[src/rtl/wtach_pkg.sv]
// Shared constants, register indexes and control types of the windowed tachometer.
package wtach_pkg;

   // Width of the rising-edge counter.
   localparam int COUNT_BITS = 24;
   // Widths of the result fields.
   localparam int PULSE_BITS = 24;
   localparam int RPM_BITS   = 30;
   // Configuration register width and index width.
   localparam int CFG_BITS       = 8;
   localparam int CSR_INDEX_BITS = 2;
   // Seconds counter width; it also sets the counter's ceiling.
   localparam int SEC_BITS = 8;
   // Dividend holds count*60, which needs six more bits than the count.
   localparam int DIV_BITS  = COUNT_BITS + 6;
   // Divisor holds window_seconds*pulses_per_rev.
   localparam int DVSR_BITS = 2 * CFG_BITS;
   // Iteration counter of the divider.
   localparam int STEP_BITS = $clog2(DIV_BITS);

   // Configuration register indexes.
   localparam logic [CSR_INDEX_BITS-1:0] REG_WINDOW_SECONDS = CSR_INDEX_BITS'(0);
   localparam logic [CSR_INDEX_BITS-1:0] REG_PULSES_PER_REV = CSR_INDEX_BITS'(1);

   // Reset values of the configuration registers.
   localparam logic [CFG_BITS-1:0] WINDOW_SECONDS_RESET = CFG_BITS'(1);
   localparam logic [CFG_BITS-1:0] PULSES_PER_REV_RESET = CFG_BITS'(2);

   // Commands from the controller to the datapath.
   typedef struct packed {
      logic accept;   // take one input transaction
      logic load;     // form dividend and divisor from the window snapshot
      logic step;     // one restoring division step
      logic publish;  // move the quotient into the result register
   } dp_cmd_type;

   // Status from the datapath to the controller.
   typedef struct packed {
      logic window_end;  // the offered sample closes the window
      logic div_last;    // the current division step is the last one
   } dp_status_type;

endpackage

[src/rtl/wtach_dp.sv]
// Datapath of the windowed tachometer: edge and second counters, divider, result register.
module wtach_dp
   import wtach_pkg::*;
(
   input  logic                      clock,
   input  logic                      reset,
   input  dp_cmd_type                cmd,
   output dp_status_type             status,
   input  logic                      req_pin_level,
   input  logic                      req_second_tick,
   input  logic                      csr_write,
   input  logic [CSR_INDEX_BITS-1:0] csr_index,
   input  logic [CFG_BITS-1:0]       csr_wdata,
   output logic [PULSE_BITS-1:0]     rsp_window_pulses,
   output logic [RPM_BITS-1:0]       rsp_revs_per_minute
);

   localparam logic [COUNT_BITS-1:0] COUNT_MAX = {COUNT_BITS{1'b1}};
   localparam logic [SEC_BITS-1:0]   SEC_MAX   = {SEC_BITS{1'b1}};
   localparam int                    SAT_BITS  = COUNT_BITS + PULSE_BITS;
   localparam logic [SAT_BITS-1:0]   PULSE_MAX = SAT_BITS'({PULSE_BITS{1'b1}});

   logic [CFG_BITS-1:0]   window_seconds_ff, window_seconds_in;
   logic [CFG_BITS-1:0]   pulses_per_rev_ff, pulses_per_rev_in;
   logic                  last_level_ff, last_level_in;
   logic                  primed_ff, primed_in;
   logic [COUNT_BITS-1:0] edge_count_ff, edge_count_in;
   logic [SEC_BITS-1:0]   seconds_ff, seconds_in;
   logic [COUNT_BITS-1:0] snap_count_ff, snap_count_in;
   logic [DIV_BITS-1:0]   dividend_ff, dividend_in;
   logic [DVSR_BITS-1:0]  divisor_ff, divisor_in;
   logic [DVSR_BITS-1:0]  rem_ff, rem_in;
   logic [STEP_BITS-1:0]  step_ff, step_in;
   logic [PULSE_BITS-1:0] pulses_out_ff, pulses_out_in;
   logic [RPM_BITS-1:0]   rpm_out_ff, rpm_out_in;

   logic [CFG_BITS-1:0]            ws_eff;
   logic [CFG_BITS-1:0]            ppr_eff;
   logic [COUNT_BITS-1:0]          count_next;
   logic [SEC_BITS-1:0]            seconds_next;
   logic [DVSR_BITS:0]             shifted;
   logic [DVSR_BITS:0]             diff;
   logic                           fits;
   logic [SAT_BITS-1:0]            count_ext;
   logic [DIV_BITS+RPM_BITS-1:0]   quot_ext;

   // A zero register value acts as one.
   assign ws_eff  = (window_seconds_ff == '0) ? CFG_BITS'(1) : window_seconds_ff;
   assign ppr_eff = (pulses_per_rev_ff == '0) ? CFG_BITS'(1) : pulses_per_rev_ff;

   // Edge and tick counting for the offered sample; the priming sample counts no edge.
   always_comb begin
      count_next = edge_count_ff;
      if (primed_ff && req_pin_level && !last_level_ff && (edge_count_ff != COUNT_MAX)) begin
         count_next = edge_count_ff + COUNT_BITS'(1);
      end
      seconds_next = seconds_ff;
      if (req_second_tick && (seconds_ff != SEC_MAX)) begin
         seconds_next = seconds_ff + SEC_BITS'(1);
      end
   end

   assign status.window_end = (seconds_next >= ws_eff);
   assign status.div_last   = (step_ff == STEP_BITS'(DIV_BITS - 1));

   // One restoring division step: the quotient shifts into the dividend register.
   assign shifted = {rem_ff, dividend_ff[DIV_BITS-1]};
   assign diff    = shifted - {1'b0, divisor_ff};
   assign fits    = (shifted >= {1'b0, divisor_ff});

   // Result formatting: pulses saturate, the quotient keeps its low bits.
   assign count_ext = SAT_BITS'(snap_count_ff);
   assign quot_ext  = {{RPM_BITS{1'b0}}, dividend_ff};

   always_comb begin
      window_seconds_in = window_seconds_ff;
      pulses_per_rev_in = pulses_per_rev_ff;
      last_level_in     = last_level_ff;
      primed_in         = primed_ff;
      edge_count_in     = edge_count_ff;
      seconds_in        = seconds_ff;
      snap_count_in     = snap_count_ff;
      dividend_in       = dividend_ff;
      divisor_in        = divisor_ff;
      rem_in            = rem_ff;
      step_in           = step_ff;
      pulses_out_in     = pulses_out_ff;
      rpm_out_in        = rpm_out_ff;

      // Configuration writes; unknown indexes are dropped.
      if (csr_write) begin
         unique case (csr_index)
            REG_WINDOW_SECONDS: window_seconds_in = csr_wdata;
            REG_PULSES_PER_REV: pulses_per_rev_in = csr_wdata;
            default: ;
         endcase
      end

      // Input transaction: update counters, snapshot and clear at window end.
      if (cmd.accept) begin
         primed_in     = 1'b1;
         last_level_in = req_pin_level;
         if (status.window_end) begin
            snap_count_in = count_next;
            edge_count_in = '0;
            seconds_in    = '0;
         end else begin
            edge_count_in = count_next;
            seconds_in    = seconds_next;
         end
      end

      // Dividend is count*60 = count*64 - count*4.
      if (cmd.load) begin
         dividend_in = DIV_BITS'({snap_count_ff, 6'b0}) - DIV_BITS'({snap_count_ff, 2'b0});
         divisor_in  = DVSR_BITS'(ws_eff) * DVSR_BITS'(ppr_eff);
         rem_in      = '0;
         step_in     = '0;
      end

      if (cmd.step) begin
         rem_in      = fits ? diff[DVSR_BITS-1:0] : shifted[DVSR_BITS-1:0];
         dividend_in = {dividend_ff[DIV_BITS-2:0], fits};
         step_in     = step_ff + STEP_BITS'(1);
      end

      if (cmd.publish) begin
         pulses_out_in = (count_ext > PULSE_MAX) ? PULSE_MAX[PULSE_BITS-1:0]
                                                 : count_ext[PULSE_BITS-1:0];
         rpm_out_in    = quot_ext[RPM_BITS-1:0];
      end
   end

   // Control state.
   always_ff @(posedge clock) begin
      if (reset) begin
         window_seconds_ff <= WINDOW_SECONDS_RESET;
         pulses_per_rev_ff <= PULSES_PER_REV_RESET;
         last_level_ff     <= 1'b0;
         primed_ff         <= 1'b0;
         edge_count_ff     <= '0;
         seconds_ff        <= '0;
         step_ff           <= '0;
      end else begin
         window_seconds_ff <= window_seconds_in;
         pulses_per_rev_ff <= pulses_per_rev_in;
         last_level_ff     <= last_level_in;
         primed_ff         <= primed_in;
         edge_count_ff     <= edge_count_in;
         seconds_ff        <= seconds_in;
         step_ff           <= step_in;
      end
   end

   // Payload registers.
   always_ff @(posedge clock) begin
      snap_count_ff <= snap_count_in;
      dividend_ff   <= dividend_in;
      divisor_ff    <= divisor_in;
      rem_ff        <= rem_in;
      pulses_out_ff <= pulses_out_in;
      rpm_out_ff    <= rpm_out_in;
   end

   assign rsp_window_pulses   = pulses_out_ff;
   assign rsp_revs_per_minute = rpm_out_ff;

endmodule

[src/rtl/wtach_ctrl.sv]
// Controller of the windowed tachometer: sequences the divider and the result handshake.
module wtach_ctrl
   import wtach_pkg::*;
(
   input  logic          clock,
   input  logic          reset,
   input  logic          req_valid,
   output logic          req_ready,
   output logic          rsp_valid,
   input  logic          rsp_ready,
   input  dp_status_type status,
   output dp_cmd_type    cmd
);

   localparam logic [1:0] ST_IDLE = 2'd0;
   localparam logic [1:0] ST_LOAD = 2'd1;
   localparam logic [1:0] ST_DIV  = 2'd2;
   localparam logic [1:0] ST_DONE = 2'd3;

   logic [1:0] state_ff, state_in;
   logic       rsp_valid_ff, rsp_valid_in;
   logic       slot_free;

   assign req_ready = (state_ff == ST_IDLE);
   assign rsp_valid = rsp_valid_ff;

   // The result register can take a new result when empty or being emptied.
   assign slot_free = !rsp_valid_ff || rsp_ready;

   always_comb begin
      state_in    = state_ff;
      cmd         = '0;
      cmd.accept  = req_valid && req_ready;
      unique case (state_ff)
         ST_IDLE: begin
            if (cmd.accept && status.window_end) begin
               state_in = ST_LOAD;
            end
         end
         ST_LOAD: begin
            cmd.load = 1'b1;
            state_in = ST_DIV;
         end
         ST_DIV: begin
            cmd.step = 1'b1;
            if (status.div_last) begin
               state_in = ST_DONE;
            end
         end
         ST_DONE: begin
            if (slot_free) begin
               cmd.publish = 1'b1;
               state_in    = ST_IDLE;
            end
         end
         default: state_in = ST_IDLE;
      endcase
   end

   // Result valid flag.
   always_comb begin
      rsp_valid_in = rsp_valid_ff;
      if (rsp_valid_ff && rsp_ready) begin
         rsp_valid_in = 1'b0;
      end
      if (cmd.publish) begin
         rsp_valid_in = 1'b1;
      end
   end

   always_ff @(posedge clock) begin
      if (reset) begin
         state_ff     <= ST_IDLE;
         rsp_valid_ff <= 1'b0;
      end else begin
         state_ff     <= state_in;
         rsp_valid_ff <= rsp_valid_in;
      end
   end

   // A window-ending transaction starts the divider.
   a_window_starts_div: assert property (@(posedge clock) disable iff (reset)
      cmd.accept && status.window_end |=> state_ff == ST_LOAD)
      else $error("window end did not start the divider");

   // A pending result is never overwritten.
   a_no_overwrite: assert property (@(posedge clock) disable iff (reset)
      cmd.publish |-> slot_free)
      else $error("result register overwritten");

   // The last division step leads to the publish state.
   a_div_ends: assert property (@(posedge clock) disable iff (reset)
      state_ff == ST_DIV && status.div_last |=> state_ff == ST_DONE)
      else $error("divider did not finish");

   // A result appears only from a publish command.
   a_valid_from_publish: assert property (@(posedge clock) disable iff (reset)
      $rose(rsp_valid_ff) |-> $past(cmd.publish))
      else $error("result valid without publish");

endmodule

[src/rtl/windowed_tachometer_unit.sv]
// Top level of the windowed tachometer: controller and datapath.
// Throughput: one sample transaction per cycle while no window closes.
// A window-ending sample holds off input while the controller passes through its load,
// divide and publish states, driven by the one-bit-per-cycle restoring divider.
// The hold-off and the result both wait longer while an earlier result waits in the result register.
// Reset is synchronous, active high: counters clear, registers return to 1 and 2.
module windowed_tachometer_unit
   import wtach_pkg::*;
(
   input  logic                      clock,
   input  logic                      reset,
   input  logic                      req_valid,
   output logic                      req_ready,
   input  logic                      req_pin_level,
   input  logic                      req_second_tick,
   output logic                      rsp_valid,
   input  logic                      rsp_ready,
   output logic [PULSE_BITS-1:0]     rsp_window_pulses,
   output logic [RPM_BITS-1:0]       rsp_revs_per_minute,
   input  logic                      csr_valid,
   output logic                      csr_ready,
   input  logic [CSR_INDEX_BITS-1:0] csr_index,
   input  logic [CFG_BITS-1:0]       csr_wdata
);

   dp_cmd_type    cmd;
   dp_status_type status;

   // Configuration writes are always taken.
   assign csr_ready = 1'b1;

   wtach_ctrl u_ctrl (
      .clock     (clock),
      .reset     (reset),
      .req_valid (req_valid),
      .req_ready (req_ready),
      .rsp_valid (rsp_valid),
      .rsp_ready (rsp_ready),
      .status    (status),
      .cmd       (cmd)
   );

   wtach_dp u_dp (
      .clock               (clock),
      .reset               (reset),
      .cmd                 (cmd),
      .status              (status),
      .req_pin_level       (req_pin_level),
      .req_second_tick     (req_second_tick),
      .csr_write           (csr_valid && csr_ready),
      .csr_index           (csr_index),
      .csr_wdata           (csr_wdata),
      .rsp_window_pulses   (rsp_window_pulses),
      .rsp_revs_per_minute (rsp_revs_per_minute)
   );

endmodule

[config.mk]
export PLATFORM = sky130hd
export DESIGN_NAME = windowed_tachometer_unit
export DESIGN_NICKNAME = d
export VERILOG_FILES = /design/src/rtl/wtach_pkg.sv /design/src/rtl/wtach_dp.sv /design/src/rtl/wtach_ctrl.sv /design/src/rtl/windowed_tachometer_unit.sv
export SDC_FILE = /design/constraint.sdc
export NUM_CORES = 1
export LEC_CHECK = 0
export BUFFER_PORTS_ARGS = -buffer_cell sky130_fd_sc_hd__buf_2
export CAP_MARGIN = 20
export CORE_UTILIZATION = 30
export CTS_CLUSTER_SIZE = 30
export DETAILED_ROUTE_END_ITERATION = 7
export MAX_ROUTING_LAYER = met4
export PLACE_DENSITY = 0.51
export SKIP_CTS_REPAIR_TIMING = 1
export SLEW_MARGIN = 20
export SYNTH_ARGS = -nofsm -noshare
export SYNTH_HDL_FRONTEND = slang
export SYNTH_SLANG_ARGS = --single-unit
[constraint.sdc]
create_clock -name clock -period 5.3 [get_ports clock]
set_input_delay 0.795 -clock clock [delete_from_list [all_inputs] [get_ports clock]]
set_output_delay 0.795 -clock clock [all_outputs]
set_load 0.01 [all_outputs]
# Word level (Yosys, flattened, before mapping)
# Cells that the tools add are included.
# totals
register_bits	198
out_inout_bits	57
# op_classes
add_sub_neg	5
order_cmp	3
reduce_logical	20
mux	23
mul	1
eq_ne	10
# op_table
cell	n
30-bit 2-to-1 mux	2
16-bit 2-to-1 mux	3
24-bit 2-to-1 mux	2
8-bit 2-to-1 mux	4
30-bit by 26-bit subtractor with 30-bit output	1
24-bit by 1-bit adder with 24-bit output, second input constant	1
24-bit > comparator, second input constant	1
24-bit inequality test, second input constant	1
17-bit by 16-bit >= comparator with 1-bit output	1
8-bit zero test	2
8-bit by 8-bit multiplier with 16-bit output	1
16-bit subtractor	1
5-bit 2-to-1 mux	2
8-bit by 1-bit adder with 8-bit output, second input constant	1
8-bit >= comparator	1
8-bit inequality test, second input constant	1
2-bit case mux with 4 select lines	1
1-bit logical AND	7
1-bit 2-to-1 mux	6
2-bit 2-to-1 mux	3
2-bit AND reduction	3
5-bit by 1-bit adder with 5-bit output, second input constant	1
5-bit == test, second input constant	1
2-bit by 1-bit == test with 1-bit output, second input constant	2
other kinds (8)	13

# Longest topological paths before layout
# logic_depth
word_depth	7
depth_mapped	20

# Cells and area by module
# A second synthesis with hierarchy kept.
# unflattened
hier_cells	1269
hier_area_um2	12409.4
# by_module_without_submodules
mod	area_per_inst_um2	instances	cells_per_inst
wtach_dp	12171.7	1	1242
wtach_ctrl	226.5	1	25
windowed_tachometer_unit	11.3	1	2

# Worst setup path after synthesis
# Ideal clock, no wire load.
# synth_timing
path_type	reg-to-reg
start	register u_dp.window_seconds_ff[5]
end	register u_dp.divisor_ff[13] (data pin)
setup_time_ps	258
path_stages_with_launch	19
required_time_ps	5042
arrival_time_ps	4520
n_path_buf	1
setup_slack_ps	523
cell_sequence	dfxtp_1 buf_4 nor4_4 a41oi_4 nand2b_1 fa_1 fa_1 inv_1 fa_1 inv_1 fa_1 inv_1 ha_1 o21ai_0 nand2b_1 a31o_2 a41oi_1 nor2b_1 xnor2_1
# synth_between
elab_chain_len	3
# synth_lines
element	line	text
from (decl)	wtach_dp.sv:23	logic [CFG_BITS-1:0] window_seconds_ff, window_seconds_in;
from (signal assigned)	wtach_dp.sv:145	window_seconds_ff <= window_seconds_in;
8-bit zero test	wtach_dp.sv:48	assign ws_eff = (window_seconds_ff == '0) ? CFG_BITS'(1) : window_seconds_ff;
8-bit 2-to-1 mux *	wtach_dp.sv:48	
8-bit by 8-bit multiplier with 16-bit output *	wtach_dp.sv:116	divisor_in = DVSR_BITS'(ws_eff) * DVSR_BITS'(ppr_eff);
to (signal assigned)	wtach_dp.sv:159	divisor_ff <= divisor_in;
to (decl)	wtach_dp.sv:31	logic [DVSR_BITS-1:0] divisor_ff, divisor_in;
# Every way passes the cells marked *; elsewhere a longest branch is shown, timed or not.
# A chain may end at the register's enable or synchronous reset.

# Worst setup path after layout
# layout_timing
start	register u_dp.window_seconds_ff[7]
end	register u_dp.divisor_ff[13] (data pin)
# The elaborated chain is that of the path after synthesis.

==> flow_summary.json <==
{
  "synth_top_area_share_pct": 34.0,
  "max_freq_ghz": 0.201,
  "crit_slowest_cell": "fa_1",
  "gr-total-overflow": 0,
  "dp_hpwl_um": 19400,
  "cpLargestDelayFamily": "adder cells",
  "dr.max_layer_used": "met4",
  "nFillCells": 4169,
  "min_from": "u_dp.dividend_ff[25]",
  "initial_core_util_pct": 30.4,
  "vias_per_cell": 4.68,
  "setup.worst_path.start_class": "flop",
  "critPathArrivalTime_ns": 5.17,
  "slew_headroom_pct": 25.9,
  "layout-drive-gt1-share_pct": 10.9,
  "design.core.area_um2": 40700,
  "synth_nets": 1381,
  "min_to": "u_dp.rsp_revs_per_minute[25]",
  "drc": 0,
  "num_vias": 8481,
  "synth_cell_types": 69,
  "cp_common_cell": "fa_1",
  "clk_latency_ns": 0.44,
  "ys_seq_elements": 198,
  "grt_max_degree": 67,
  "totalNegativeSetupSlack_ns": 0,
  "num_rows": 74,
  "cap_violations": 0,
  "gp_congestion": 0.866,
  "detail-route-antenna-nets": 0,
  "worst_ep_required_time_ns": 5.49,
  "critical_path_class": "flop to flop",
  "ys_seq_area_share_pct": 43.4,
  "hold_class": "flop to flop",
  "fin_nets": 1410,
  "placed_cell_area_um2": 13200,
  "p_per_area_nw_per_um2": 384,
  "grt_usage_pct": 13.6,
  "wl_met1_um": 13700,
  "cts.path.max_buffers": 2,
  "cp-end-kind": "flop",
  "ctsRootBufferMaster": "clkbuf_16",
  "wl_um": 26400,
  "finalSetupViolations": 0,
  "synth_area_um2": 12400,
  "cp_cell_sequence": "nor4_4, a41oi_4, nand2b_1, fa_1, fa_1, inv_1, fa_1, inv_1, fa_1, inv_1, ha_1, o21ai_0, nand2b_1, a31o_2, a41oi_2, nor2b_1, xnor2_1",
  "h-tree-depth": 4,
  "die_w_um": 205,
  "first_pass_iters": 5,
  "timing.rr.end": "u_dp.divisor_ff[13]",
  "grt_first_pass_wirelength_um": 44000,
  "yosysWarnings": 0,
  "synth_area_leader_cell": "edfxtp_1",
  "wire_per_inst_um": 14.6,
  "numPortBuffers": 72,
  "worst_slew_pin_slew_ns": 1.11,
  "period_share_pct": 94.1,
  "dr_wl_met3_um": 654,
  "antenna_found_initial": 0,
  "fin_area_um2": 13800,
  "die_h_um": 205,
  "layout_min_cycle_time_ns": 4.99,
  "async_flop_share_pct": 0,
  "crit_buf_inv": 3,
  "clkSinkCount": 198,
  "min_path_cells": 0,
  "peakVddDrop_mv": 0.242,
  "outcome": "completed",
  "cts_tree": "done",
  "clkSlewWorstSetupHoldPaths_ns": 0.08,
  "wl_met2_um": 11700,
  "ioPinCount": 74,
  "diodes": 0,
  "synth-main-ff-cell": "edfxtp_1",
  "fin_skew_ns": 0.0178,
  "reg2reg_slack_ns": 0.31,
  "finalHoldViolCount": 0,
  "synthTopCellsByArea": "edfxtp_1 34%, dfxtp_1 9.4%, ha_1 8.9%, fa_1 6.0%, inv_1 3.8%",
  "grt_setup_unrepaired": "false",
  "crit_path_max_fanout": 9,
  "r2r.worst_path.cells": 17,
  "synth_area_per_cell_um2": 9.98,
  "grt_pass1_vias": 8215,
  "drv_slew": 0,
  "postSynthCellCount": 1239,
  "cts_buffers": 17,
  "slowest_delay_ns": 0.54,
  "first_iter_violations": 468,
  "synth_edf_count": 140,
  "die-area_um2": 42000,
  "area_delta_synth_final_pct": 11.5,
  "r2r_start": "u_dp.window_seconds_ff[7]",
  "p_leak_nw": 5.62
}
power by group:
group / switching (W) / internal (W)
Sequential: 0.000171 / 0.00208
Clock: 0.000692 / 0.000645
Combinational: 0.00106 / 0.000640
per-layer routing:
layer  up-vias  global-route usage [%]
li1       4325                       -
met1      4037                    18.8
met2       100                    20.7
met3        19                    1.80
met4         0                    3.81
met5         -                       -
stage by stage:
stage / total power (W) / util, % / cells / worst slack [ns] / hold WS (ns)
detailed placement: 0.00401 / 32.3 / 1779 / 0.201 / 0.431
global placement: 0.00398 / 32.3 / 1779 / 0.275 / 0.438
finish: 0.00529 / 33.8 / 1813 / 0.313 / 0.452
floorplan: 0.00356 / - / 1239 / 0.523 / 0.417
global route: 0.00566 / 33.8 / 1813 / 0.0121 / 0.473
CTS: 0.00536 / 33.8 / 1811 / 0.181 / 0.454
area by class of cell:
| cell class | instances | area (um^2) | share of cell area, % |
|---|---|---|---|
| Multi-Input combinational cell | 848 | 6270 | 45.5 |
| Tap cell | 532 | 666 | 4.83 |
| Clock buffer | 17 | 425 | 3.09 |
| Clock inverter | 15 | 185 | 1.34 |
| Inverter | 125 | 469 | 3.40 |
| Sequential cell | 198 | 5370 | 38.9 |
| Timing Repair Buffer | 78 | 405 | 2.94 |
cells in the mapped netlist, types with 4 or more instances:
library cell	instances
a211o_1	4
a211oi_1	7
a21o_1	20
a21oi_1	82
a22oi_1	5
a31oi_1	6
a41oi_1	4
and2_1	46
and3_1	7
buf_2	4
buf_4	5
clkbuf_1	57
dfxtp_1	58
edfxtp_1	140
fa_1	37
ha_1	88
inv_1	125
mux2i_1	20
nand2_1	96
nand2b_1	13
nand3_1	23
nand3b_1	4
nand4_1	13
nor2_1	102
nor2b_1	17
nor3_1	12
nor3b_1	6
nor4_1	4
o21a_1	10
o21ai_0	67
o31ai_1	5
or3_1	16
xnor2_1	52
xor2_1	30
worst max path at each step:
stage / end / slack [ns] / start / cells after the start
after floorplan: u_dp.divisor_ff[13] / 0.52 / u_dp.window_seconds_ff[5] / 18
after global placement: u_dp.divisor_ff[13] / 0.27 / u_dp.window_seconds_ff[4] / 17
after detailed placement: u_dp.divisor_ff[13] / 0.20 / u_dp.window_seconds_ff[4] / 17
after CTS: u_dp.divisor_ff[13] / 0.18 / u_dp.window_seconds_ff[4] / 17
after global routing: u_dp.divisor_ff[13] / 0.01 / u_dp.window_seconds_ff[7] / 17
final: u_dp.divisor_ff[13] / 0.31 / u_dp.window_seconds_ff[7] / 17
flip-flops by register name (all words and copies together), names as in the netlist:
| name | cells |
|---|---|
| u_dp.step_ff | 5 |
| u_dp.divisor_ff | 16 |
| u_dp.primed_ff | 1 |
| u_dp.snap_count_ff | 24 |
| u_dp.pulses_per_rev_ff | 8 |
| u_dp.edge_count_ff | 24 |
| u_dp.rsp_window_pulses | 24 |
| u_dp.rsp_revs_per_minute | 30 |
| u_dp.seconds_ff | 8 |
| u_dp.last_level_ff | 1 |
| u_ctrl.rsp_valid | 1 |
| u_dp.dividend_ff | 30 |
| u_dp.rem_ff | 16 |
| u_dp.window_seconds_ff | 8 |
| u_ctrl.state_ff | 2 |
placed cells by master (no fill, tap or decap), drive strengths merged, types with 10 or more instances in the layout:
cell type  instances
edfxtp           140
inv              132
nor2             102
nand2             96
ha                88
a21oi             82
buf               78
o21ai             67
dfxtp             58
xnor2             52
and2              46
fa                37
xor2              30
nand3             25
a21o              20
mux2i             20
clkbuf            17
nor2b             17
or3               16
nand2b            14
nand4             14
nor3              14
o21a              10
kinds of logic after synthesis:
group                    after synthesis  share of synthesized area (%)
adder cells (fa/ha/maj)              125                           14.9
multiplexers                          23                           1.89
flip-flops                           198                           43.4
XOR/XNOR                              82                           5.81
other                                  1                         0.0303
buffers and inverters                193                           6.12
AO/OA/AOI/OAI                        240                           12.3
AND/OR/NAND/NOR                      377                           15.5
Note: power is estimated with default switching activity, not from simulation.
